`src/cartesian_polar_converter_core_macros.svh`:
```
// ----------------------------------------------------------------------------
// cartesian_polar_converter_core_macros: assertion helpers
// same-cycle and next-cycle implications, sampled on the rising clock edge
// ----------------------------------------------------------------------------
`ifndef CARTESIAN_POLAR_CONVERTER_CORE_MACROS_SVH
`define CARTESIAN_POLAR_CONVERTER_CORE_MACROS_SVH

// consequent must hold in the same cycle as the antecedent
`define CPC_ASSERT_NOW(label, clk, rst_n, ante, cons, msg) \
	label: assert property (@(posedge clk) disable iff (!rst_n) (ante) |-> (cons)) \
	else $error(msg);

// consequent must hold in the cycle after the antecedent
`define CPC_ASSERT_NEXT(label, clk, rst_n, ante, cons, msg) \
	label: assert property (@(posedge clk) disable iff (!rst_n) (ante) |=> (cons)) \
	else $error(msg);

`endif

```
`src/cpc_pkg.sv`:
```
// ----------------------------------------------------------------------------
// cpc_pkg: shared types and constants of the coordinate converter
// fixed-point constants, arctangent table and stage-to-stage structs
// ----------------------------------------------------------------------------
package cpc_pkg;

	localparam int CPC_FIELD_W     = 32;
	localparam int CPC_DATA_BITS   = 6 * CPC_FIELD_W;
	localparam int CPC_DATA_WIDTH  = 32;
	localparam int CPC_STAGES      = 24;
	localparam int CPC_GUARD       = 8;
	localparam int CPC_HEAD        = 3;
	localparam int CPC_ZW          = 34;
	localparam int CPC_END_LAT     = 5;

	// inverse cordic gain, q0.32
	localparam logic [31:0]        CPC_KINV         = 32'd2608131496;
	// 2*pi in q3.28 per turn scaled for the azimuth output
	localparam logic [30:0]        CPC_TURN_TO_RAD  = 31'd1686629713;
	localparam logic signed [34:0] CPC_RAD_TO_TURN  = 35'sd10937044409;
	localparam logic [31:0]        CPC_HALF_TURN    = 32'h8000_0000;
	localparam logic signed [32:0] CPC_HALF_TURN_S  = 33'sd2147483648;
	localparam logic signed [32:0] CPC_QUARTER_TURN = 33'sd1073741824;

	typedef struct packed {
		logic                          mode;
		logic signed [CPC_FIELD_W-1:0] first_coord;
		logic signed [CPC_FIELD_W-1:0] second_coord;
		logic signed [CPC_FIELD_W-1:0] height;
		logic signed [CPC_FIELD_W-1:0] first_velocity;
		logic signed [CPC_FIELD_W-1:0] second_velocity;
		logic signed [CPC_FIELD_W-1:0] vertical_velocity;
		logic                          with_velocity;
	} cpc_item_t;

	// side band that rides along with each point through the chain
	typedef struct packed {
		logic                          mode;
		logic                          with_velocity;
		logic                          skip;
		logic                          half_turn;
		logic signed [CPC_FIELD_W-1:0] height;
		logic signed [CPC_FIELD_W-1:0] vz;
	} cpc_side_t;

	// usable data width is clipped to 16..32
	function automatic int cpc_dw(input int req);
		int dw;
		dw = req;
		if (dw > 32)
			dw = 32;
		if (dw < 16)
			dw = 16;
		return dw;
	endfunction

	// datapath width: guard bits below, headroom for gain and negation above
	function automatic int cpc_ww(input int dw);
		return dw + CPC_GUARD + CPC_HEAD;
	endfunction

	// atan(2^-i) in turns, 2^32 per turn
	function automatic logic [31:0] cpc_atan(input int idx);
		logic [31:0] v;
		case (idx)
			0:  v = 32'd536870912;
			1:  v = 32'd316933406;
			2:  v = 32'd167458907;
			3:  v = 32'd85004756;
			4:  v = 32'd42667331;
			5:  v = 32'd21354465;
			6:  v = 32'd10679838;
			7:  v = 32'd5340245;
			8:  v = 32'd2670163;
			9:  v = 32'd1335087;
			10: v = 32'd667544;
			11: v = 32'd333772;
			12: v = 32'd166886;
			13: v = 32'd83443;
			14: v = 32'd41722;
			15: v = 32'd20861;
			16: v = 32'd10430;
			17: v = 32'd5215;
			18: v = 32'd2608;
			19: v = 32'd1304;
			20: v = 32'd652;
			21: v = 32'd326;
			22: v = 32'd163;
			23: v = 32'd81;
			24: v = 32'd41;
			25: v = 32'd20;
			26: v = 32'd10;
			27: v = 32'd5;
			28: v = 32'd3;
			29: v = 32'd1;
			30: v = 32'd1;
			default: v = 32'd0;
		endcase
		return v;
	endfunction

endpackage

```
`src/cpc_angle.sv`:
```
// ----------------------------------------------------------------------------
// cpc_angle: azimuth output conversion
// turn count to signed radians in (-pi, pi], five stages
// ----------------------------------------------------------------------------
module cpc_angle #(
	parameter int DW = cpc_pkg::CPC_DATA_WIDTH
) (
	input  logic                              clk,
	input  logic                              en,
	input  logic signed [cpc_pkg::CPC_ZW-1:0] in_z,
	input  logic                              half_turn,
	output logic signed [DW-1:0]              out_angle
);
	import cpc_pkg::*;

	logic [31:0]          t_s1;
	logic [31:0]          mag_s2;
	logic                 neg_s2, neg_s3, neg_s4;
	logic [62:0]          prod_s3;
	logic [63:0]          asum;
	logic [DW-1:0]        r_s4;
	logic signed [DW-1:0] ang_s5;

	// rounding at the bit below the radian lsb
	assign asum = {1'b0, prod_s3} + (64'(1) << (63 - DW));

	always_ff @(posedge clk) begin
		if (en) begin
			t_s1    <= in_z[31:0] + (half_turn ? CPC_HALF_TURN : 32'd0);
			// minus half turn reads as plus half turn
			neg_s2  <= t_s1[31] && (t_s1 != CPC_HALF_TURN);
			mag_s2  <= (t_s1[31] && (t_s1 != CPC_HALF_TURN)) ? (~t_s1 + 32'd1) : t_s1;
			prod_s3 <= mag_s2 * CPC_TURN_TO_RAD;
			neg_s3  <= neg_s2;
			r_s4    <= asum[63:64-DW];
			neg_s4  <= neg_s3;
			ang_s5  <= neg_s4 ? -r_s4 : r_s4;
		end
	end

	assign out_angle = ang_s5;

endmodule

```
`config.mk`:
```
export PLATFORM = sky130hd
export DESIGN_NAME = cpc_angle
export DESIGN_NICKNAME = d
export VERILOG_FILES = /design/src/cartesian_polar_converter_core_macros.svh /design/src/cpc_pkg.sv /design/src/cpc_angle.sv
export SDC_FILE = /design/constraint.sdc
export NUM_CORES = 1
export LEC_CHECK = 0
export ABC_AREA = 1
export BUFFER_PORTS_ARGS = -buffer_cell sky130_fd_sc_hd__buf_2
export CAP_MARGIN = 20
export CORE_MARGIN = 2
export CORE_UTILIZATION = 45
export CTS_CLUSTER_SIZE = 20
export DETAILED_ROUTE_END_ITERATION = 16
export PLACE_DENSITY_LB_ADDON = 0.12
export SYNTH_ARGS = -nofsm -noshare
export SYNTH_HDL_FRONTEND = slang
export SYNTH_SLANG_ARGS = --single-unit
export TNS_END_PERCENT = 20
```
`constraint.sdc`:
```
create_clock -name clk -period 5.7 [get_ports clk]
set_clock_uncertainty 0.05 [all_clocks]
set_input_delay 1.14 -clock clk [delete_from_list [all_inputs] [get_ports clk]]
set_output_delay 1.14 -clock clk [all_outputs]
set_load 0.005 [all_outputs]
```
# [After elaboration in Yosys (flattened, before gate mapping)]
# Cells that the tools add are included.
[classes] n_addsub=4 reduce_logical=1 n_mul=1 muxes=3 bitwise=1 eq_ne=1
[ops] op="$mux W32" n=3
[ops] op="$add A63 B32 Y64 const B" n=1
[ops] op="$mul A32 B31 Y63 const B" n=1
[ops] op="$add A32 B1 Y32 const B" n=1
[ops] op="$add A32 B32 Y32" n=1
[ops] op="$ne A32 B32 Y1 const B" n=1
[ops] op="$neg A32 Y32" n=1
[ops] op="$not A32 Y32" n=1
[ops] op="$logic_and A1 B1 Y1" n=1
[word_totals] output_inout_bits=32 wordCells=19 ff_bits=194

# [Depth between registers and ports, before layout]
[depth] word_depth=3 ltp_mapped=27 ltp_nobuf=27

# [Worst setup path before layout]
# No wires, ideal clock.
[synth_path] path_type="reg2reg" start="register mag_s2[5]" end="register prod_s3[56], data pin" path_stages_with_launch=24 path_buffers=0 arrival_time_ps=5649 required_time_ps=5398 period_less_slack_ps=5952 setup_ps=252 path_slack_ps=-252 path_cell_list="edfxtp_1 > ha_1 > inv_1 > fa_1 > inv_1 > fa_1 > inv_1 > fa_1 > inv_1 > fa_1 > fa_1 > fa_1 > ha_1 > ha_1 > a21oi_1 > inv_1 > o21ai_0 > nand2_1 > a21oi_1 > nor2_1 > nor2_1 > nand2_1 > nand2_1 > nand2_1"
[synth_between] elab_chain_len=1
[synth_rtl] item="from (decl)" line="cpc_angle.sv:17" rtl="logic [31:0] mag_s2;"
[synth_rtl] item="from (signal assigned)" line="cpc_angle.sv:32" rtl="mag_s2 <= (t_s1[31] && (t_s1 != CPC_HALF_TURN)) ? (~t_s1 + 32'd1) : t_s1;"
[synth_rtl] item="$mul A32 B31 Y63" line="cpc_angle.sv:33" rtl="prod_s3 <= mag_s2 * CPC_TURN_TO_RAD;"
[synth_rtl] item="to (signal assigned)" line="cpc_angle.sv:33"
[synth_rtl] item="to (decl)" line="cpc_angle.sv:19" rtl="logic [62:0] prod_s3;"
# Every way passes these cells.
# A chain may end at the register's enable or synchronous reset.

# [Worst setup path in the final report]
[layout_path] start="register mag_s2[27]" end="register prod_s3[50], data pin"
# Same word-level chain as after synthesis.

==> flow_summary_export.csv <==
group,metric,value,unit
status,outcome,"finished with violations",
status,violations,"setup timing",
grt,gr-usage-met3,0.0345,
logic_synthesis,synth_area_leader_cell,"fa_1",
critical_path,path_cells,"fa_1 -> fa_1 -> inv_1 -> fa_1 -> inv_1 -> ha_1 -> fa_1 -> fa_1 -> fa_1 -> ha_4 -> ha_4 -> nand2_1 -> nor2_2 -> inv_1 -> nor2_1 -> inv_2 -> nor2_4 -> nand4_1 -> nand4_1 -> nand2_1",
routing,num_vias,18400,
clock_network,cts_sinks,163,
logic_synthesis,synthCells,2684,
placed_design,globalplace.congestion,0.960,
cells_and_area,drive_gt1_frac,0.241,
routing,routed_wl,67600,um
min_path,hold_class,"flip-flop to flip-flop",
clock_network,cts_tree,"yes",
logic_synthesis,synth_edf_count,163,
sta,fmax,164,MHz
routing,drcViolationCount,0,
sta,maxSlewHeadroom,0.358,
logic_synthesis,synth_nets,3446,
sta,fin_crit,6.11,ns
critical_path,cpPeakStageDelay,0.58,ns
clock_network,htreeDepth,4,
die,die-area,0.0566,mm2
grt,grt_busiest_layer,"met2",
logic_synthesis,synth-seq-area-share,0.199,
grt,antenna_found_initial,0,
die,core_area,0.0539,mm2
critical_path,crit_arrival,6.30,ns
logic_synthesis,syn_area,0.0246,mm2
sta,rsz0062_at_grt,"true",
logic_synthesis,yosys_warnings,0,
clock_network,clockBufferDepth,2,
critical_path,startpoint_type,"flip-flop",
critical_path,worst-setup-path-type,"flip-flop to flip-flop",
routing,antenna_left,0,
grt,grt_max_degree,100,
clock_network,cts_root_buffer,"clkbuf_16",
cells_and_area,area_growth,23.6,%
sta,setup_ws,-0.408,ns
grt,use_met1,0.318,
grt,grt.met2_usage,0.449,
die,fp.dieW,238,um
critical_path,rr_worst_depth,20,
cells_and_area,antenna_cells,0,
logic_synthesis,synthDistinctLibCells,41,
placed_design,place_ws,-0.593,ns
cells_and_area,n_fill_cell,4840,
sta,final_max_slew_viol_count,0,
sta,finalSetupViolCount,32,
placed_design,hpwl,59400,um
grt,grt_pass1_vias,20000,
routing,first_pass_iters,6,
grt,track_usage,0.253,
cells_and_area,layout.nets,3836,
critical_path,crit_path_end_kind,"flip-flop",
grt,grt_pass1_wl,108000,um
sta,tightest_slew,0.963,ns
die,die_h,238,um
logic_synthesis,ys_seq_elements,163,
min_path,whs_path_depth,0,
routing,wl_per_cell,17.9,um
routing,drt_iter0_drc,879,
sta,hold_viol,0,
critical_path,path_common_cell,"fa_1",
placed_design,io_buffer_count,66,
logic_synthesis,synth_commonest_cells,"inv_1, ha_1, fa_1",
die,initial_core_util,0.457,
logic_synthesis,async_reset_ff_frac,0,
logic_synthesis,synth_area_leaders,"fa_1, edfxtp_1, ha_1",
critical_path,required,5.90,ns
clock_network,path_clk_slew,0.10,ns
logic_synthesis,avgSynthCellArea,9.18,um2
routing,vias_per_cell,4.87,
grt,grt_overflow_total,0,
logic_synthesis,ys.flop_type,"edfxtp_1",
critical_path,critPathMaxFanout,5,
logic_synthesis,yosysTopAreaCellShare,0.283,
die,rows,85,
die,ios,69,
clock_network,insertion_delay,0.50,ns
cells_and_area,fin_util,0.565,
sta,period_share,1.07,
critical_path,cp_slowest_cell,"fa_1",
flow_run,max_cap_viol_count,0,
clock_network,cts_buffers,17,
logic_synthesis,yosysMostFrequentCell,"inv_1",
-- path summary, 6_finish.rpt --
check                           startpoint          end  slack, ns
worst max-delay path            mag_s2[27]  prod_s3[50]      -0.41
worst min-delay path                neg_s2       neg_s3       0.37
worst max register to register  mag_s2[27]  prod_s3[50]      -0.41
worst min register to register      neg_s2       neg_s3       0.37
-- flip-flops by register name, indices dropped and copies added, names as in the netlist --
register,flops
mag_s2,32
r_s4,32
t_s1,32
neg_s3,1
neg_s4,1
out_angle,32
prod_s3,32
neg_s2,1
-- area by class of cell --
cell class                      instances  area, um2  area share
Inverter                              769       2900      0.0952
Timing Repair Buffer                  377       2800      0.0920
Clock buffer                           17        425      0.0140
Sequential cell                       163       4890       0.161
Tap cell                              696        871      0.0286
Multi-Input combinational cell       1746      18400       0.603
Clock inverter                         15        204     0.00670
-- kinds of logic after synthesis --
group	Yosys count	share of synthesized area
flops	163	0.199
buf+inv	775	0.119
compound gates	183	0.0396
xor+xnor	114	0.0405
simple gates	724	0.128
fa+ha+maj	725	0.474
-- through the flow --
step	instance area [um2]	setup TNS (ns)	hold WS (ns)	instances
final	30400	-10.60	0.369	3783
after global routing	30400	-18.05	0.389	3783
after CTS	29700	-11.60	0.370	3771
after detailed placement	28700	-15.26	0.355	3725
after global placement	28700	-15.06	0.353	3725
after floorplan	25200	-0.00226	0.350	2684
-- routing by layer --
metal | vias to the layer above | share of wire
li1 | 9060 | -
met4 | 0 | 0.031
met5 | - | 0
met3 | 95 | 0.035
met2 | 357 | 0.50
met1 | 8911 | 0.44
-- critical path: cells and delay by family (launching register included) --
kind                       cells  cell delay [ns]
adders and majority gates      9             4.04
buffers and inverters          4             0.27
DFF                            1             0.54
and+or+nand+nor                7             0.93
-- layout by cell type, fill, tap and decap left out, types with 9 or more instances in the layout --
master,netlist,layout
a21oi_1,95,56
a21oi_2,1,32
buf_2,2,65
buf_4,0,295
buf_6,1,9
clkbuf_16,0,17
edfxtp_1,163,163
fa_1,348,331
fa_2,0,17
ha_1,377,320
ha_4,0,55
inv_1,756,719
inv_2,13,49
nand2_1,343,299
nand2_2,3,43
nand3_1,80,73
nand3_2,5,11
nand4_1,26,26
nor2_1,202,145
nor2_2,9,47
nor2_4,4,23
nor3_1,26,13
nor3_2,3,13
o21ai_0,56,29
o21ai_1,7,23
o21ai_2,1,9
xnor2_1,37,36
xor2_1,77,75
-- repair_timing --
item,in CTS,in global routing
pin swaps,30,72
resized for setup,88,198
endpoints found under the setup margin,32,32
cloned,0,0
buffers inserted,14,12
hold buffers,0,0
Power is not shown: default switching activity piles up to over one toggle a cycle in this logic, so the estimate is an artifact.
