### config.mk
export PLATFORM = sky130hd
export DESIGN_NAME = cpc_norm
export DESIGN_NICKNAME = d
export VERILOG_FILES = /design/src/cartesian_polar_converter_core_macros.svh /design/src/cpc_pkg.sv /design/src/cpc_norm.sv
export SDC_FILE = /design/constraint.sdc
export NUM_CORES = 2
export LEC_CHECK = 0
export BUFFER_PORTS_ARGS = -buffer_cell sky130_fd_sc_hd__buf_2
export CORE_ASPECT_RATIO = 2
export CORE_UTILIZATION = 45
export CTS_CLUSTER_DIAMETER = 120
export DETAILED_ROUTE_END_ITERATION = 10
export SLEW_MARGIN = 20
export SYNTH_ARGS = -nofsm -noshare
export SYNTH_HDL_FRONTEND = slang
export SYNTH_SLANG_ARGS = --single-unit
export TNS_END_PERCENT = 5
### constraint.sdc
create_clock -name clk -period 9.9 [get_ports clk]
set_clock_uncertainty 0.1 [all_clocks]
set_input_delay 0.495 -clock clk [delete_from_list [all_inputs] [get_ports clk]]
set_output_delay 0.495 -clock clk [all_outputs]
set_load 0.01 [all_outputs]
### src/cartesian_polar_converter_core_macros.svh
// ----------------------------------------------------------------------------
// cartesian_polar_converter_core_macros: assertion helpers
// same-cycle and next-cycle implications, sampled on the rising clock edge
// ----------------------------------------------------------------------------
`ifndef CARTESIAN_POLAR_CONVERTER_CORE_MACROS_SVH
`define CARTESIAN_POLAR_CONVERTER_CORE_MACROS_SVH

// consequent must hold in the same cycle as the antecedent
`define CPC_ASSERT_NOW(label, clk, rst_n, ante, cons, msg) \
	label: assert property (@(posedge clk) disable iff (!rst_n) (ante) |-> (cons)) \
	else $error(msg);

// consequent must hold in the cycle after the antecedent
`define CPC_ASSERT_NEXT(label, clk, rst_n, ante, cons, msg) \
	label: assert property (@(posedge clk) disable iff (!rst_n) (ante) |=> (cons)) \
	else $error(msg);

`endif

### src/cpc_pkg.sv
// ----------------------------------------------------------------------------
// cpc_pkg: shared types and constants of the coordinate converter
// fixed-point constants, arctangent table and stage-to-stage structs
// ----------------------------------------------------------------------------
package cpc_pkg;

	localparam int CPC_FIELD_W     = 32;
	localparam int CPC_DATA_BITS   = 6 * CPC_FIELD_W;
	localparam int CPC_DATA_WIDTH  = 32;
	localparam int CPC_STAGES      = 24;
	localparam int CPC_GUARD       = 8;
	localparam int CPC_HEAD        = 3;
	localparam int CPC_ZW          = 34;
	localparam int CPC_END_LAT     = 5;

	// inverse cordic gain, q0.32
	localparam logic [31:0]        CPC_KINV         = 32'd2608131496;
	// 2*pi in q3.28 per turn scaled for the azimuth output
	localparam logic [30:0]        CPC_TURN_TO_RAD  = 31'd1686629713;
	localparam logic signed [34:0] CPC_RAD_TO_TURN  = 35'sd10937044409;
	localparam logic [31:0]        CPC_HALF_TURN    = 32'h8000_0000;
	localparam logic signed [32:0] CPC_HALF_TURN_S  = 33'sd2147483648;
	localparam logic signed [32:0] CPC_QUARTER_TURN = 33'sd1073741824;

	typedef struct packed {
		logic                          mode;
		logic signed [CPC_FIELD_W-1:0] first_coord;
		logic signed [CPC_FIELD_W-1:0] second_coord;
		logic signed [CPC_FIELD_W-1:0] height;
		logic signed [CPC_FIELD_W-1:0] first_velocity;
		logic signed [CPC_FIELD_W-1:0] second_velocity;
		logic signed [CPC_FIELD_W-1:0] vertical_velocity;
		logic                          with_velocity;
	} cpc_item_t;

	// side band that rides along with each point through the chain
	typedef struct packed {
		logic                          mode;
		logic                          with_velocity;
		logic                          skip;
		logic                          half_turn;
		logic signed [CPC_FIELD_W-1:0] height;
		logic signed [CPC_FIELD_W-1:0] vz;
	} cpc_side_t;

	// usable data width is clipped to 16..32
	function automatic int cpc_dw(input int req);
		int dw;
		dw = req;
		if (dw > 32)
			dw = 32;
		if (dw < 16)
			dw = 16;
		return dw;
	endfunction

	// datapath width: guard bits below, headroom for gain and negation above
	function automatic int cpc_ww(input int dw);
		return dw + CPC_GUARD + CPC_HEAD;
	endfunction

	// atan(2^-i) in turns, 2^32 per turn
	function automatic logic [31:0] cpc_atan(input int idx);
		logic [31:0] v;
		case (idx)
			0:  v = 32'd536870912;
			1:  v = 32'd316933406;
			2:  v = 32'd167458907;
			3:  v = 32'd85004756;
			4:  v = 32'd42667331;
			5:  v = 32'd21354465;
			6:  v = 32'd10679838;
			7:  v = 32'd5340245;
			8:  v = 32'd2670163;
			9:  v = 32'd1335087;
			10: v = 32'd667544;
			11: v = 32'd333772;
			12: v = 32'd166886;
			13: v = 32'd83443;
			14: v = 32'd41722;
			15: v = 32'd20861;
			16: v = 32'd10430;
			17: v = 32'd5215;
			18: v = 32'd2608;
			19: v = 32'd1304;
			20: v = 32'd652;
			21: v = 32'd326;
			22: v = 32'd163;
			23: v = 32'd81;
			24: v = 32'd41;
			25: v = 32'd20;
			26: v = 32'd10;
			27: v = 32'd5;
			28: v = 32'd3;
			29: v = 32'd1;
			30: v = 32'd1;
			default: v = 32'd0;
		endcase
		return v;
	endfunction

endpackage

### src/cpc_norm.sv
// ----------------------------------------------------------------------------
// cpc_norm: gain removal and output scaling for one component
// magnitude times inverse gain, guard rounding and saturation, five stages
// ----------------------------------------------------------------------------
module cpc_norm #(
	parameter int DW = cpc_pkg::CPC_DATA_WIDTH,
	parameter int W  = cpc_pkg::cpc_ww(cpc_pkg::CPC_DATA_WIDTH)
) (
	input  logic                 clk,
	input  logic                 en,
	input  logic signed [W-1:0]  in_v,
	input  logic                 comp,
	output logic signed [DW-1:0] out_res,
	output logic                 out_sat
);
	import cpc_pkg::*;

	localparam int MW = (W > 33) ? W : 33;
	localparam int HW = MW - 32;
	localparam int RW = MW + 1 - CPC_GUARD;

	logic signed [MW-1:0] vext;
	logic [MW-1:0]        mag_s1, mag_s2;
	logic                 neg_s1, neg_s2, neg_s3, neg_s4;
	logic                 comp_s1, comp_s2;
	logic [63:0]          plo_s2;
	logic [MW-1:0]        phi_s2;
	logic [MW-1:0]        m_s3;
	logic [MW:0]          rsum;
	logic [RW-1:0]        r_s4;
	logic [RW-1:0]        lim, mclip;
	logic                 over;
	logic [DW-1:0]        mlow;
	logic signed [DW-1:0] res_s5;
	logic                 sat_s5;

	assign vext = MW'(in_v);

	always_comb begin
		rsum  = {1'b0, m_s3} + ((MW + 1)'(1) << (CPC_GUARD - 1));
		lim   = RW'(1) << (DW - 1);
		over  = neg_s4 ? (r_s4 > lim) : (r_s4 > lim - 1'b1);
		if (!over)
			mclip = r_s4;
		else if (neg_s4)
			mclip = lim;
		else
			mclip = lim - 1'b1;
		mlow  = mclip[DW-1:0];
	end

	always_ff @(posedge clk) begin
		if (en) begin
			// sign and magnitude
			neg_s1  <= in_v[W-1];
			comp_s1 <= comp;
			mag_s1  <= in_v[W-1] ? (~vext + 1'b1) : vext;
			// partial products of the inverse gain
			plo_s2  <= mag_s1[31:0] * CPC_KINV;
			phi_s2  <= mag_s1[MW-1:32] * CPC_KINV;
			mag_s2  <= mag_s1;
			neg_s2  <= neg_s1;
			comp_s2 <= comp_s1;
			// product rounded at bit 32, half up
			m_s3    <= comp_s2 ? (phi_s2 + MW'(plo_s2[63:32]) + MW'(plo_s2[31])) : mag_s2;
			neg_s3  <= neg_s2;
			// drop guard bits
			r_s4    <= rsum[MW:CPC_GUARD];
			neg_s4  <= neg_s3;
			// clip and restore sign
			res_s5  <= neg_s4 ? -mlow : mlow;
			sat_s5  <= over;
		end
	end

	assign out_res = res_s5;
	assign out_sat = sat_s5;

	// keeps the width of the high partial product tied to the magnitude width
	logic [HW-1:0] hi_part;
	assign hi_part = mag_s1[MW-1:32];

endmodule

Word-level counts from Yosys, hierarchy flattened --
Cells that the tools add are included.
Word-level totals: memory bits (writable) 0, memories 0, output and inout bits 33, input bits 46, flip-flop bits (word level) 305, bits in latches 0, logic and storage cells 31, ROM bits 0
Cells by class: div/mod/pow operators 0, eq/ne operators 0, $mul 2, bitwise operators 1, magnitude comparators 2, multiplexer cells 6, $add $sub $neg 5, reductions and logical operators 0, shift-type cells 0
Operators with widths (number):
- 32-bit 2-to-1 mux | 3
- 32-bit by 29-bit multiplier with 61-bit output (second input constant) | 1
- 43-bit by 8-bit adder with 44-bit output (second input constant) | 1
- 43-bit by 1-bit adder with 43-bit output | 1
- 43-bit by 1-bit adder with 43-bit output (second input constant) | 1
- 43-bit by 32-bit adder with 43-bit output | 1
- 43-bit 2-to-1 mux | 1
- 43-bit inverter | 1
- 42-bit 2-to-1 mux | 1
- 11-bit by 29-bit multiplier with 40-bit output (second input constant) | 1
- 36-bit by 31-bit greater-than comparator with 1-bit output (second input constant) | 1
- 36-bit by 32-bit greater-than comparator with 1-bit output (second input constant) | 1
- 32-bit negator | 1
- 1-bit 2-to-1 mux | 1

Logic depth before layout (Yosys ltp) --
depth after elaboration 5, depth in mapped cells 27, gate-level depth less buffers 27

Worst setup path before layout --
OpenSTA, ideal clock, no wires.
path kind register to register, start reg mag_s1[8], end reg plo_s2[56], data pin, path slack 2.529 ns, data required time 9.537 ns, clock period less this slack 7.371 ns, stages on the path, launching flop included 26, setup time 0.263 ns, path buffers 0, arrival time 7.008 ns, path through edfxtp_1 > inv_1 > fa_1 > fa_1 > inv_1 > fa_1 > inv_1 > fa_1 > inv_1 > fa_1 > fa_1 > fa_1 > inv_1 > fa_1 > inv_1 > ha_1 > nand2_1 > nor4_1 > and4_1 > nor2b_1 > a221o_1 > a21boi_1 > a31oi_1 > a31o_2 > a311oi_1 > xnor2_1
On the way: word-level cells in the longest chain between the ends 1
Ends and longest elaborated chain:
- start: declaration | RTL line cpc_norm.sv:23 | logic [MW-1:0] mag_s1, mag_s2;
- start signal: assignment | RTL line cpc_norm.sv:57 | mag_s1 <= in_v[W-1] ? (~vext + 1'b1) : vext;
- 32-bit by 29-bit multiplier with 61-bit output | RTL line cpc_norm.sv:59 | plo_s2 <= mag_s1[31:0] * CPC_KINV;
- end signal: assignment | RTL line cpc_norm.sv:59
- end: declaration | RTL line cpc_norm.sv:26 | logic [63:0] plo_s2;
No other way between the ends. A chain may end at the register's enable or synchronous reset.

Final worst setup path --
start reg mag_s1[7], end reg plo_s2[54], data pin
The elaborated chain is that of the path after synthesis.

==> run_results.csv <==
group,metric,value,unit
timing,rsz0062_at_grt,"no",
timing,drv_slew,0,
critical_path,cp_common_cell,"fa_1",
floorplan,row_count,145,
synth,async_flop_share,0,%
clock_tree,clk_latency,580,ps
timing,setup_viol,0,
worst_hold_path,hold_end,"mag_s1[0]",
layout,drive_gt1_share,5.705,%
synth,synth_compound_area_share,7.579,%
critical_path,cp_num_buf_inv,6,
critical_path,reg2reg_to,"plo_s2[54]",
clock_tree,cts_root_buffer,"clkbuf_16",
critical_path,cpPeakStageDelay,720,ps
floorplan,initial_utilization,45.39,%
clock_tree,clkTransAtPathRegs,60,ps
critical_path,cp_data_required_time,10130,ps
run_status,status,"completed",
clock_tree,cts_max_level,1,
critical_path,cp_max_fo,8,
synth,ys_seq_area_share,22.13,%
timing,hold_viol,0,
global_routing,grt_pass1_wl,147500,um
critical_path,worstPathArrival,8720,ps
floorplan,die_w,200.4,um
clock_tree,cts_sinks,261,
worst_hold_path,hp-class,"in2reg",
global_routing,grt_max_degree,159,
clock_tree,cts_buffers,30,
timing,slew_headroom,33.39,%
layout,final_common_cell,"inv_1",
clock_tree,cts_max_path_buffers,3,
worst_hold_path,holdPathStages,1,
critical_path,crit_family,"adder cells",
worst_hold_path,worstHoldStart,"in_v[0]",
synth,synthSimpleGateAreaFrac,6.120,%
critical_path,r2r_start,"mag_s1[7]",
synth,ys_ff_latch,261,
synth,netlist_instances,3262,
timing,fmax,117.8,MHz
synth,synth_ff_type,"edfxtp_1",
critical_path,r2r_setup_slack,1410,ps
global_routing,antenna_found_initial,4,
floorplan,ioPinCount,79,
synth,ys_warn_count,0,
critical_path,start_kind,"flip-flop",
place,numPortBuffers,78,
global_routing,grt_usage,24.72,%
synth,synthMuxAreaShare,0.7844,%
clock_tree,cts_tree,"built",
timing,fin_crit_sh,85.75,%
timing,worstMarginPinSlew,999.1,ps
place,dp_slack,1413,ps
synth,synthAdderAreaFrac,49.73,%
critical_path,cp_slowest_cell,"edfxtp_1",
critical_path,crit_type,"reg2reg",
routing,finalWirelength,94710,um
clock_tree,cts-resized-gates,0,
floorplan,die_h,398.7,um
routing,drtIter0Drc,917,
critical_path,ff2ff_path_depth,25,
routing,vias,22870,
routing,wl_per_cell,21.47,um
critical_path,cp.depth,25,
critical_path,crit_start,"mag_s1[7]",
layout,final_nets,4473,
timing,worst_slack,1410,ps
routing,ant_nets,0,
synth,syn_area,35410,um^2
run,max_cap_violations,0,
floorplan,dieArea,79890,um^2
routing,via_per_inst,5.183,
layout,final_cell_mix,"inv_1, fa_1, ha_1, edfxtp_1, a21oi_1",
synth,synth-xor-area-share,4.254,%
synth,ys_types,77,
place,hpwl,82430,um
layout,n_antenna_cell,0,
place,routabilityCongestion,0.9580,
synth,syn_avg_cell_area,10.86,um^2
routing,drt_pre_antenna_iters,5,
timing,fin_crit,8490,ps
floorplan,coreArea,78010,um^2
layout,num-fill-cells,7262,
routing,drc,0,
layout,finalInstanceArea,38110,um^2
synth,synth_top_family_by_area,"adder cells",
global_routing,grt_pass1_vias,25590,
place,place_area,37150,um^2
synth,synth_edf_count,261,
timing,setup_tns,0,ps
synth,synth_nets,4374,
critical_path,endpoint_kind,"flip-flop",
global_routing,overflow,0,
layout,area_growth,7.618,%
==> through the flow <==
step / hold WS (ps) / cells / utilization [%]
2_1_floorplan: 300.3 / 3262 / -
3_3_place_gp: 306.1 / 4357 / 47.62
3_5_place_dp: 310.1 / 4357 / 47.62
4_1_cts: 2.214 / 4412 / 48.85
5_1_grt: 16.48 / 4412 / 48.85
6_report: 46.47 / 4412 / 48.85
==> registers in the layout (all words and copies together), names as in the netlist <==
| signal | flops |
|---|---|
| comp_s1 | 1 |
| phi_s2 | 38 |
| mag_s1 | 43 |
| neg_s2 | 1 |
| neg_s4 | 1 |
| mag_s2 | 36 |
| neg_s3 | 1 |
| out_sat | 1 |
| plo_s2 | 33 |
| out_res | 32 |
| m_s3 | 36 |
| neg_s1 | 1 |
| comp_s2 | 1 |
| r_s4 | 36 |
==> final cells by class <==
class	instances	area, um^2	share of cell area, %
Clock buffer	35	790.8	2.075
Tap cell	1029	1287	3.378
Inverter	850	3191	8.372
Sequential cell	261	7838	20.57
Multi-Input combinational cell	2116	24250	63.63
Clock inverter	19	158.9	0.4170
Timing Repair Buffer	102	595.6	1.563
==> cells in the mapped netlist (all sizes together), types with 5 or more instances <==
| cell type | count | area, um^2 |
|---|---|---|
| a211oi | 9 | 67.56 |
| a21boi | 6 | 45.05 |
| a21o | 62 | 465.5 |
| a21oi | 131 | 659.4 |
| a221oi | 5 | 43.79 |
| a31oi | 10 | 62.56 |
| and2 | 9 | 56.30 |
| and3 | 33 | 206.5 |
| and4 | 5 | 43.79 |
| buf | 5 | 26.27 |
| clkbuf | 30 | 112.6 |
| edfxtp | 261 | 7838 |
| fa | 569 | 11390 |
| ha | 497 | 6218 |
| inv | 850 | 3191 |
| mux2 | 22 | 247.7 |
| nand2 | 108 | 405.4 |
| nand2b | 10 | 62.56 |
| nand3 | 56 | 280.3 |
| nand4 | 20 | 125.1 |
| nor2 | 113 | 426.7 |
| nor2b | 10 | 62.56 |
| nor3 | 25 | 130.1 |
| nor4 | 16 | 127.6 |
| o211ai | 13 | 102.6 |
| o21a | 13 | 97.59 |
| o21ai | 79 | 395.4 |
| o21bai | 14 | 108.9 |
| o22ai | 5 | 31.28 |
| o31ai | 19 | 156.4 |
| o41ai | 6 | 52.55 |
| or2 | 11 | 68.82 |
| or3 | 6 | 37.54 |
| or4 | 9 | 75.07 |
| xnor2 | 118 | 1033 |
| xor2 | 54 | 473.0 |
==> worst max-delay path by stage <==
stage	end	slack, ps
after floorplan	plo_s2[56]	2530
after global placement	plo_s2[63]	1430
after detailed placement	plo_s2[63]	1410
after CTS	plo_s2[63]	1360
after global routing	plo_s2[54]	980
final	plo_s2[54]	1410
==> routing by layer <==
metal	up-vias	global-route usage (%)	wire, um
met3	185	1.624	2155
li1	10760	-	-
met1	11480	24.99	32480
met2	438	49.99	54370
met5	-	0	38
met4	6	12.58	5657
==> timing repair <==
item,CTS,global route
hold endpoints to repair,1,0
setup buffers,0,0
hold buffers,1,0
==> kinds of logic after synthesis <==
logic type	count (synthesis)
compound gates	415
buf+inv	885
mux	25
flops	261
fa+ha+maj	1066
xor+xnor	172
simple gates	438
Power is not shown: default switching activity piles up to over one toggle a cycle in this logic, so the estimate is an artifact.
