$ cat src/cartesian_polar_converter_core_macros.svh
// ----------------------------------------------------------------------------
// cartesian_polar_converter_core_macros: assertion helpers
// same-cycle and next-cycle implications, sampled on the rising clock edge
// ----------------------------------------------------------------------------
`ifndef CARTESIAN_POLAR_CONVERTER_CORE_MACROS_SVH
`define CARTESIAN_POLAR_CONVERTER_CORE_MACROS_SVH

// consequent must hold in the same cycle as the antecedent
`define CPC_ASSERT_NOW(label, clk, rst_n, ante, cons, msg) \
	label: assert property (@(posedge clk) disable iff (!rst_n) (ante) |-> (cons)) \
	else $error(msg);

// consequent must hold in the cycle after the antecedent
`define CPC_ASSERT_NEXT(label, clk, rst_n, ante, cons, msg) \
	label: assert property (@(posedge clk) disable iff (!rst_n) (ante) |=> (cons)) \
	else $error(msg);

`endif

$ cat src/cpc_pkg.sv
// ----------------------------------------------------------------------------
// cpc_pkg: shared types and constants of the coordinate converter
// fixed-point constants, arctangent table and stage-to-stage structs
// ----------------------------------------------------------------------------
package cpc_pkg;

	localparam int CPC_FIELD_W     = 32;
	localparam int CPC_DATA_BITS   = 6 * CPC_FIELD_W;
	localparam int CPC_DATA_WIDTH  = 32;
	localparam int CPC_STAGES      = 24;
	localparam int CPC_GUARD       = 8;
	localparam int CPC_HEAD        = 3;
	localparam int CPC_ZW          = 34;
	localparam int CPC_END_LAT     = 5;

	// inverse cordic gain, q0.32
	localparam logic [31:0]        CPC_KINV         = 32'd2608131496;
	// 2*pi in q3.28 per turn scaled for the azimuth output
	localparam logic [30:0]        CPC_TURN_TO_RAD  = 31'd1686629713;
	localparam logic signed [34:0] CPC_RAD_TO_TURN  = 35'sd10937044409;
	localparam logic [31:0]        CPC_HALF_TURN    = 32'h8000_0000;
	localparam logic signed [32:0] CPC_HALF_TURN_S  = 33'sd2147483648;
	localparam logic signed [32:0] CPC_QUARTER_TURN = 33'sd1073741824;

	typedef struct packed {
		logic                          mode;
		logic signed [CPC_FIELD_W-1:0] first_coord;
		logic signed [CPC_FIELD_W-1:0] second_coord;
		logic signed [CPC_FIELD_W-1:0] height;
		logic signed [CPC_FIELD_W-1:0] first_velocity;
		logic signed [CPC_FIELD_W-1:0] second_velocity;
		logic signed [CPC_FIELD_W-1:0] vertical_velocity;
		logic                          with_velocity;
	} cpc_item_t;

	// side band that rides along with each point through the chain
	typedef struct packed {
		logic                          mode;
		logic                          with_velocity;
		logic                          skip;
		logic                          half_turn;
		logic signed [CPC_FIELD_W-1:0] height;
		logic signed [CPC_FIELD_W-1:0] vz;
	} cpc_side_t;

	// usable data width is clipped to 16..32
	function automatic int cpc_dw(input int req);
		int dw;
		dw = req;
		if (dw > 32)
			dw = 32;
		if (dw < 16)
			dw = 16;
		return dw;
	endfunction

	// datapath width: guard bits below, headroom for gain and negation above
	function automatic int cpc_ww(input int dw);
		return dw + CPC_GUARD + CPC_HEAD;
	endfunction

	// atan(2^-i) in turns, 2^32 per turn
	function automatic logic [31:0] cpc_atan(input int idx);
		logic [31:0] v;
		case (idx)
			0:  v = 32'd536870912;
			1:  v = 32'd316933406;
			2:  v = 32'd167458907;
			3:  v = 32'd85004756;
			4:  v = 32'd42667331;
			5:  v = 32'd21354465;
			6:  v = 32'd10679838;
			7:  v = 32'd5340245;
			8:  v = 32'd2670163;
			9:  v = 32'd1335087;
			10: v = 32'd667544;
			11: v = 32'd333772;
			12: v = 32'd166886;
			13: v = 32'd83443;
			14: v = 32'd41722;
			15: v = 32'd20861;
			16: v = 32'd10430;
			17: v = 32'd5215;
			18: v = 32'd2608;
			19: v = 32'd1304;
			20: v = 32'd652;
			21: v = 32'd326;
			22: v = 32'd163;
			23: v = 32'd81;
			24: v = 32'd41;
			25: v = 32'd20;
			26: v = 32'd10;
			27: v = 32'd5;
			28: v = 32'd3;
			29: v = 32'd1;
			30: v = 32'd1;
			default: v = 32'd0;
		endcase
		return v;
	endfunction

endpackage

$ cat src/cpc_prep.sv
// ----------------------------------------------------------------------------
// cpc_prep: operand setup ahead of the cordic chain
// angle to turns conversion, guard scaling and half-plane pre-rotation
// ----------------------------------------------------------------------------
module cpc_prep #(
	parameter int DW = cpc_pkg::CPC_DATA_WIDTH,
	parameter int W  = cpc_pkg::cpc_ww(cpc_pkg::CPC_DATA_WIDTH)
) (
	input  logic                             clk,
	input  logic                             arst_n,
	input  logic                             en,
	input  logic                             in_valid,
	input  cpc_pkg::cpc_item_t               in_item,
	output logic                             out_valid,
	output logic signed [W-1:0]              out_x,
	output logic signed [W-1:0]              out_y,
	output logic signed [W-1:0]              out_vx,
	output logic signed [W-1:0]              out_vy,
	output logic signed [cpc_pkg::CPC_ZW-1:0] out_z,
	output cpc_pkg::cpc_side_t               out_side
);
	import cpc_pkg::*;

	localparam int PW = DW + 35;
	localparam int XW = W - CPC_GUARD;

	logic                     valid_s1;
	cpc_item_t                item_s1;
	logic signed [PW-1:0]     prod_s1;
	logic signed [DW-1:0]     angle_in;

	logic                     valid_s2;
	logic signed [W-1:0]      x_s2, y_s2, vx_s2, vy_s2;
	logic signed [CPC_ZW-1:0] z_s2;
	cpc_side_t                side_s2;

	logic signed [XW-1:0]     fx, fy, fvx, fvy;
	logic signed [W-1:0]      gx, gy, gvx, gvy;
	logic [PW-1:0]            rsum;
	logic signed [31:0]       turn;
	logic signed [32:0]       turn_x, turn_f;
	logic                     fold, x_neg, y_zero, flip;

	assign angle_in = in_item.second_coord[DW-1:0];

	always_ff @(posedge clk or negedge arst_n) begin
		if (!arst_n)
			valid_s1 <= 1'b0;
		else if (en)
			valid_s1 <= in_valid;
	end

	// radians to turns product, rounded in the next stage
	always_ff @(posedge clk) begin
		if (en) begin
			item_s1 <= in_item;
			prod_s1 <= PW'(angle_in) * PW'(CPC_RAD_TO_TURN);
		end
	end

	always_comb begin
		fx  = XW'(signed'(item_s1.first_coord[DW-1:0]));
		fy  = XW'(signed'(item_s1.second_coord[DW-1:0]));
		fvx = XW'(signed'(item_s1.first_velocity[DW-1:0]));
		fvy = XW'(signed'(item_s1.second_velocity[DW-1:0]));
		gx  = {fx, {CPC_GUARD{1'b0}}};
		gy  = {fy, {CPC_GUARD{1'b0}}};
		gvx = item_s1.with_velocity ? {fvx, {CPC_GUARD{1'b0}}} : '0;
		gvy = item_s1.with_velocity ? {fvy, {CPC_GUARD{1'b0}}} : '0;

		rsum   = prod_s1 + (PW'(1) << (DW - 1));
		turn   = rsum[DW+31:DW];
		turn_x = 33'(turn);
		fold   = (turn_x > CPC_QUARTER_TURN) || (turn_x < -CPC_QUARTER_TURN);
		if (!fold)
			turn_f = turn_x;
		else if (turn_x[32])
			turn_f = turn_x + CPC_HALF_TURN_S;
		else
			turn_f = turn_x - CPC_HALF_TURN_S;

		x_neg  = fx[XW-1];
		y_zero = (item_s1.second_coord[DW-1:0] == '0);
		flip   = item_s1.mode ? fold : x_neg;
	end

	always_ff @(posedge clk or negedge arst_n) begin
		if (!arst_n)
			valid_s2 <= 1'b0;
		else if (en)
			valid_s2 <= valid_s1;
	end

	always_ff @(posedge clk) begin
		if (en) begin
			x_s2  <= flip ? -gx : gx;
			y_s2  <= item_s1.mode ? '0 : (flip ? -gy : gy);
			vx_s2 <= flip ? -gvx : gvx;
			vy_s2 <= flip ? -gvy : gvy;
			z_s2  <= item_s1.mode ? CPC_ZW'(turn_f) : '0;
			side_s2.mode          <= item_s1.mode;
			side_s2.with_velocity <= item_s1.with_velocity;
			side_s2.skip          <= !item_s1.mode && y_zero;
			side_s2.half_turn     <= !item_s1.mode && x_neg;
			side_s2.height        <= item_s1.height;
			side_s2.vz            <= item_s1.with_velocity ? item_s1.vertical_velocity : '0;
		end
	end

	assign out_valid = valid_s2;
	assign out_x     = x_s2;
	assign out_y     = y_s2;
	assign out_vx    = vx_s2;
	assign out_vy    = vy_s2;
	assign out_z     = z_s2;
	assign out_side  = side_s2;

endmodule

$ cat config.mk
export PLATFORM = sky130hd
export DESIGN_NAME = cpc_prep
export DESIGN_NICKNAME = d
export VERILOG_FILES = /design/src/cartesian_polar_converter_core_macros.svh /design/src/cpc_pkg.sv /design/src/cpc_prep.sv
export SDC_FILE = /design/constraint.sdc
export NUM_CORES = 2
export LEC_CHECK = 0
export ABC_AREA = 1
export BUFFER_PORTS_ARGS = -buffer_cell sky130_fd_sc_hd__buf_2
export CAP_MARGIN = 20
export CORE_UTILIZATION = 60
export CTS_CLUSTER_SIZE = 25
export DETAILED_ROUTE_END_ITERATION = 16
export PLACE_DENSITY = 0.82
export SLEW_MARGIN = 20
export SYNTH_ARGS = -nofsm -noshare
export SYNTH_HDL_FRONTEND = slang
export SYNTH_SLANG_ARGS = --single-unit
$ cat constraint.sdc
create_clock -name clk -period 4.9 [get_ports clk]
set_input_delay 0.98 -clock clk [delete_from_list [all_inputs] [get_ports clk]]
set_output_delay 0.98 -clock clk [all_outputs]
set_load 0.01 [all_outputs]
* Word level (Yosys, flattened, before mapping)
Cells that the tools add are included.
** Word-level totals
- Register bits after elaboration :: 533
- Input port bits :: 198
** Cells by class
- Add/sub/neg operators :: 7
- $mul :: 1
- Magnitude comparators :: 2
- Muxes and demuxes :: 9
- Bitwise operators :: 1
- Reductions and logical operators :: 6
** Operators by type and width (count)
- $mux W43 :: 6
- $neg A43 Y43 :: 3
- $mux W33 :: 2
- $add A64 B33 Y64 const B :: 1
- $mul A32 B35 Y64 const B :: 1
- $neg A40 Y43 :: 1
- $add A32 B33 Y33 const B :: 1
- $sub A32 B33 Y33 const B :: 1
- $gt A32 B32 Y1 const B :: 1
- $logic_not A32 Y1 :: 1
- $lt A32 B31 Y1 const B :: 1
- $logic_and A1 B1 Y1 :: 2
- $reduce_or A2 Y1 :: 1
- $logic_not A1 Y1 :: 1
- $logic_or A1 B1 Y1 :: 1
- $mux W1 :: 1
- $not A1 Y1 :: 1

* Longest topological paths before layout
- Depth in word-level cells :: 6
- Gate-level depth with buffers :: 28

* Worst setup path before layout
OpenSTA, ideal clock, no wires.
- Path kind :: in2reg
- Start point :: in in_item[131] (netlist bit)
- End point :: reg prod_s1[59] (data pin)
- Data arrival time :: 6742 ps
- Slack :: -2099 ps
- Cell stages on the path :: 26
- Cell sequence :: fa_1 inv_1 fa_1 inv_1 fa_1 inv_1 fa_1 inv_1 fa_1 fa_1 fa_1 inv_1 fa_1 inv_1 ha_1 nand2_1 nor2_1 inv_1 nor2_1 nand4_1 o21ai_0 nand2_1 a21boi_0 nor2_1 nand2_1 nand2_1
** On the way
- Cells in the longest elaborated chain, start to end :: 1
** RTL lines
- from (decl) :: RTL line cpc_prep.sv:13 : input cpc_pkg::cpc_item_t in_item,
- $mul A32 B35 Y64 :: RTL line cpc_prep.sv:57 : prod_s1 <= PW'(angle_in) * PW'(CPC_RAD_TO_TURN);
- to (signal assigned) :: RTL line cpc_prep.sv:57
- to (decl) :: RTL line cpc_prep.sv:29 : logic signed [PW-1:0] prod_s1;
No other way between the ends.
A chain may end at the register's enable or synchronous reset.

* Worst setup path after layout
- Start point :: in in_item[131] (netlist bit)
- End point :: reg prod_s1[61] (data pin)
The elaborated chain is that of the path after synthesis.

==> flow_summary.json <==
{
  "setup.worst_path.end_class": "flop",
  "hold_path.class": "in -> async",
  "grt_start_max_net_pins": 127,
  "rrSetupSlack_ps": 980,
  "cp_data_arrival_time_ps": 6940,
  "cts.hold.buffers_added": 0,
  "die-height_um": 257,
  "synth.avg_cell_area_um2": 9.93,
  "port_buffers": 440,
  "critical_register_to_register_path_endpoint": "out_vx[38]",
  "route.detailed.vias_per_inst": 5.53,
  "cap_violations": 0,
  "setup_violations": 33,
  "core_area_um2": 64500,
  "place_area_um2": 45600,
  "period_share_pct": 135,
  "clockRootBuffer": "clkbuf_16",
  "netlist_area_before_placement_um2": 39100,
  "floorplan.initialDensity_pct": 60.7,
  "drt-wirelength-per-cell_um": 21.7,
  "fin_ws_ps": -1700,
  "firstDrtPassIters": 7,
  "global_route.overflow_total": 0,
  "relSlewSlack_pct": 33.4,
  "post-synth-top-count-cell": "inv_1",
  "synth_seq_area_share_pct": 35.9,
  "upper_clock_frequency_limit_mhz": 152,
  "grt_setup_unrepaired": "yes",
  "postSynth.asyncResetShare_pct": 0.426,
  "first_iter_violations": 3218,
  "netlist_top_cells_count": "inv_1 (919), nand2_1 (663), edfxtp_1 (467)",
  "clock_insertion_delay_worst_skew_ps": 600,
  "final_core_util_pct": 76.1,
  "post_detailed_routing_wire_length_um": 124000,
  "die_area_um2": 66300,
  "grt_use_total_pct": 37.4,
  "cts.path.max_buffers": 3,
  "syn2layout_area_growth_pct": 25.4,
  "layout-drive-gt1-share_pct": 27.5,
  "antenna_found_initial": 12,
  "synth.distinct_cells": 47,
  "violations_in_the_final_reports": "setup timing",
  "critPathMaxFanout": 3,
  "htreeDepth": 2,
  "num_rows": 93,
  "max_slew.worst_pin.slew_ps": 999,
  "post_synth_top_area_share_pct": 35.8,
  "placed_wire_length_estimate_um": 98600,
  "postLayoutCellArea_um2": 49100,
  "critical_path_start_end_classification": "in -> reg",
  "synth-seq-cells": 469,
  "netlist_instances": 3943,
  "r2r_cells": 12,
  "grt_pass1_vias": 32500,
  "cp-start-kind": "input pin",
  "cts_made_buffers": 49,
  "timing.critical_path.required_ps": 5240,
  "layout_min_cycle_time_ps": 6600,
  "top_level_ports": 473,
  "area_of_the_multi_input_gates_um2": 23100,
  "die_width_um": 257,
  "num-nets-final": 5820,
  "cts_num_sinks": 469,
  "yosys.area.top_type": "edfxtp_1",
  "grt_first_pass_wirelength_um": 186000,
  "tritoncts": "done",
  "synth_top_cells_by_area": "edfxtp_1 (36%), fa_1 (21%), ha_1 (13%), inv_1 (8.8%), nand2_1 (6.4%)",
  "postSynth.topFlopCell": "edfxtp_1",
  "final-hold-violation-count": 0,
  "critical_path.reg2reg.startpoint": "item_s1[0]",
  "final_gp_congestion": 1.03,
  "seqCellArea_um2": 14100,
  "ys_warn_count": 0,
  "worst_setup_hold_path_clk_slew_ps": 60,
  "status": "finished, violations left",
  "detail_route.drc_violations": 0,
  "clock_skew_ps": 22.9,
  "postRouteAntennaNets": 0,
  "synth-edff-count": 467,
  "n_fill_cell": 4234,
  "vias": 31600,
  "final_max_slew_viol_count": 0
}
-- layer usage --
layer / track usage, % / routed length [µm] / vias to the layer above
li1: - / - / 14200
met1: 46.4 / 44700 / 15300
met2: 62.9 / 59900 / 1705
met3: 7.61 / 12400 / 471
met4: 17.1 / 7290 / 2
met5: 0 / 13 / -
-- placed cells by master (no fill, tap or decap), types with 15 or more instances in the layout --
| cell | instances |
|---|---|
| a21oi_1 | 99 |
| a21oi_2 | 40 |
| buf_2 | 411 |
| buf_4 | 414 |
| buf_6 | 25 |
| clkbuf_16 | 50 |
| conb_1 | 32 |
| diode_2 | 18 |
| edfxtp_1 | 467 |
| fa_1 | 351 |
| fa_2 | 57 |
| ha_1 | 333 |
| ha_4 | 63 |
| inv_1 | 856 |
| inv_2 | 65 |
| nand2_1 | 635 |
| nand2_2 | 22 |
| nand3_1 | 155 |
| nand3b_1 | 17 |
| nand4_1 | 36 |
| nor2_1 | 232 |
| nor2_2 | 29 |
| nor2_4 | 33 |
| nor3_1 | 24 |
| nor4_1 | 15 |
| o21ai_0 | 55 |
| o21ai_1 | 37 |
| o21ai_2 | 15 |
| xnor2_1 | 27 |
| xor2_1 | 77 |
-- registers in the layout (all words and copies together) (netlist names), 33 cells and up --
name      count
item_s1      66
out_y        35
out_side     68
out_vy       35
out_x        35
prod_s1      33
out_vx       35
-- cell families (layout without fill, tap and decap cells) --
group                      count (synthesis)  in the layout  synth area share (%)
AOI/OAI and AO/OA                        315            315                  4.40
xor gates and xnor gates                 111            111                  2.48
adders and majority gates                814            814                  33.8
buffers and inverters                   1005           1878                  10.2
DFF                                      469            469                  35.9
other                                      1             50               0.00958
and+or+nand+nor                         1228           1228                  13.1
-- how the worst max path moves through the flow --
stage / start / end / slack (ps) / depth (start not counted)
4_1_cts: in_item[158] / prod_s1[61] / -1530 / 22
6_report: in_item[131] / prod_s1[61] / -1700 / 23
2_1_floorplan: in_item[133] / prod_s1[59] / -1760 / 26
5_1_grt: in_item[131] / prod_s1[58] / -1870 / 25
3_5_place_dp: in_item[154] / prod_s1[42] / -2420 / 26
3_3_place_gp: in_item[141] / prod_s1[52] / -2360 / 24
-- stage by stage --
step           instances  setup WS [ps]  TNS, ps  hold slack, ps
2_1_floorplan       3974          -1760   -51400             400
3_3_place_gp        5574          -2360   -73350             401
3_5_place_dp        5576          -2420   -75130             405
4_1_cts             5685          -1530   -46450             132
5_1_grt             5715          -1870   -56260             150
6_report            5720          -1700   -52250             161
-- layout make-up --
| type | count | share of cell area [%] |
|---|---|---|
| clock inverter | 30 | 0.607 |
| multi-input combinational | 2500 | 47.1 |
| inverter | 923 | 7.07 |
| tap | 855 | 2.18 |
| sequential | 469 | 28.7 |
| timing repair buffer | 865 | 11.6 |
| clock buffer | 60 | 2.63 |
| antenna | 18 | 0.0918 |
-- critical path, cell delays in order --
cell,delay [ps]
buf_8,100
fa_2,500
fa_1,530
inv_2,40
fa_1,510
inv_2,50
fa_2,370
fa_1,580
fa_2,500
fa_1,570
inv_2,50
fa_1,570
inv_2,60
ha_4,290
buf_4,140
nand2_8,70
nor2_4,110
inv_2,70
nor2_4,110
nand3_1,110
o211ai_1,320
a21oi_1,140
xor2_1,150
-- timing repair --
| item | 4_1_cts | 5_1_grt |
|---|---|---|
| setup buffers | 22 | 17 |
| pin swaps | 150 | 92 |
| gates resized for setup | 273 | 142 |
| endpoints found under the setup margin | 33 | 33 |
Power is not shown: default switching activity piles up to over one toggle a cycle in this logic, so the estimate is an artifact.
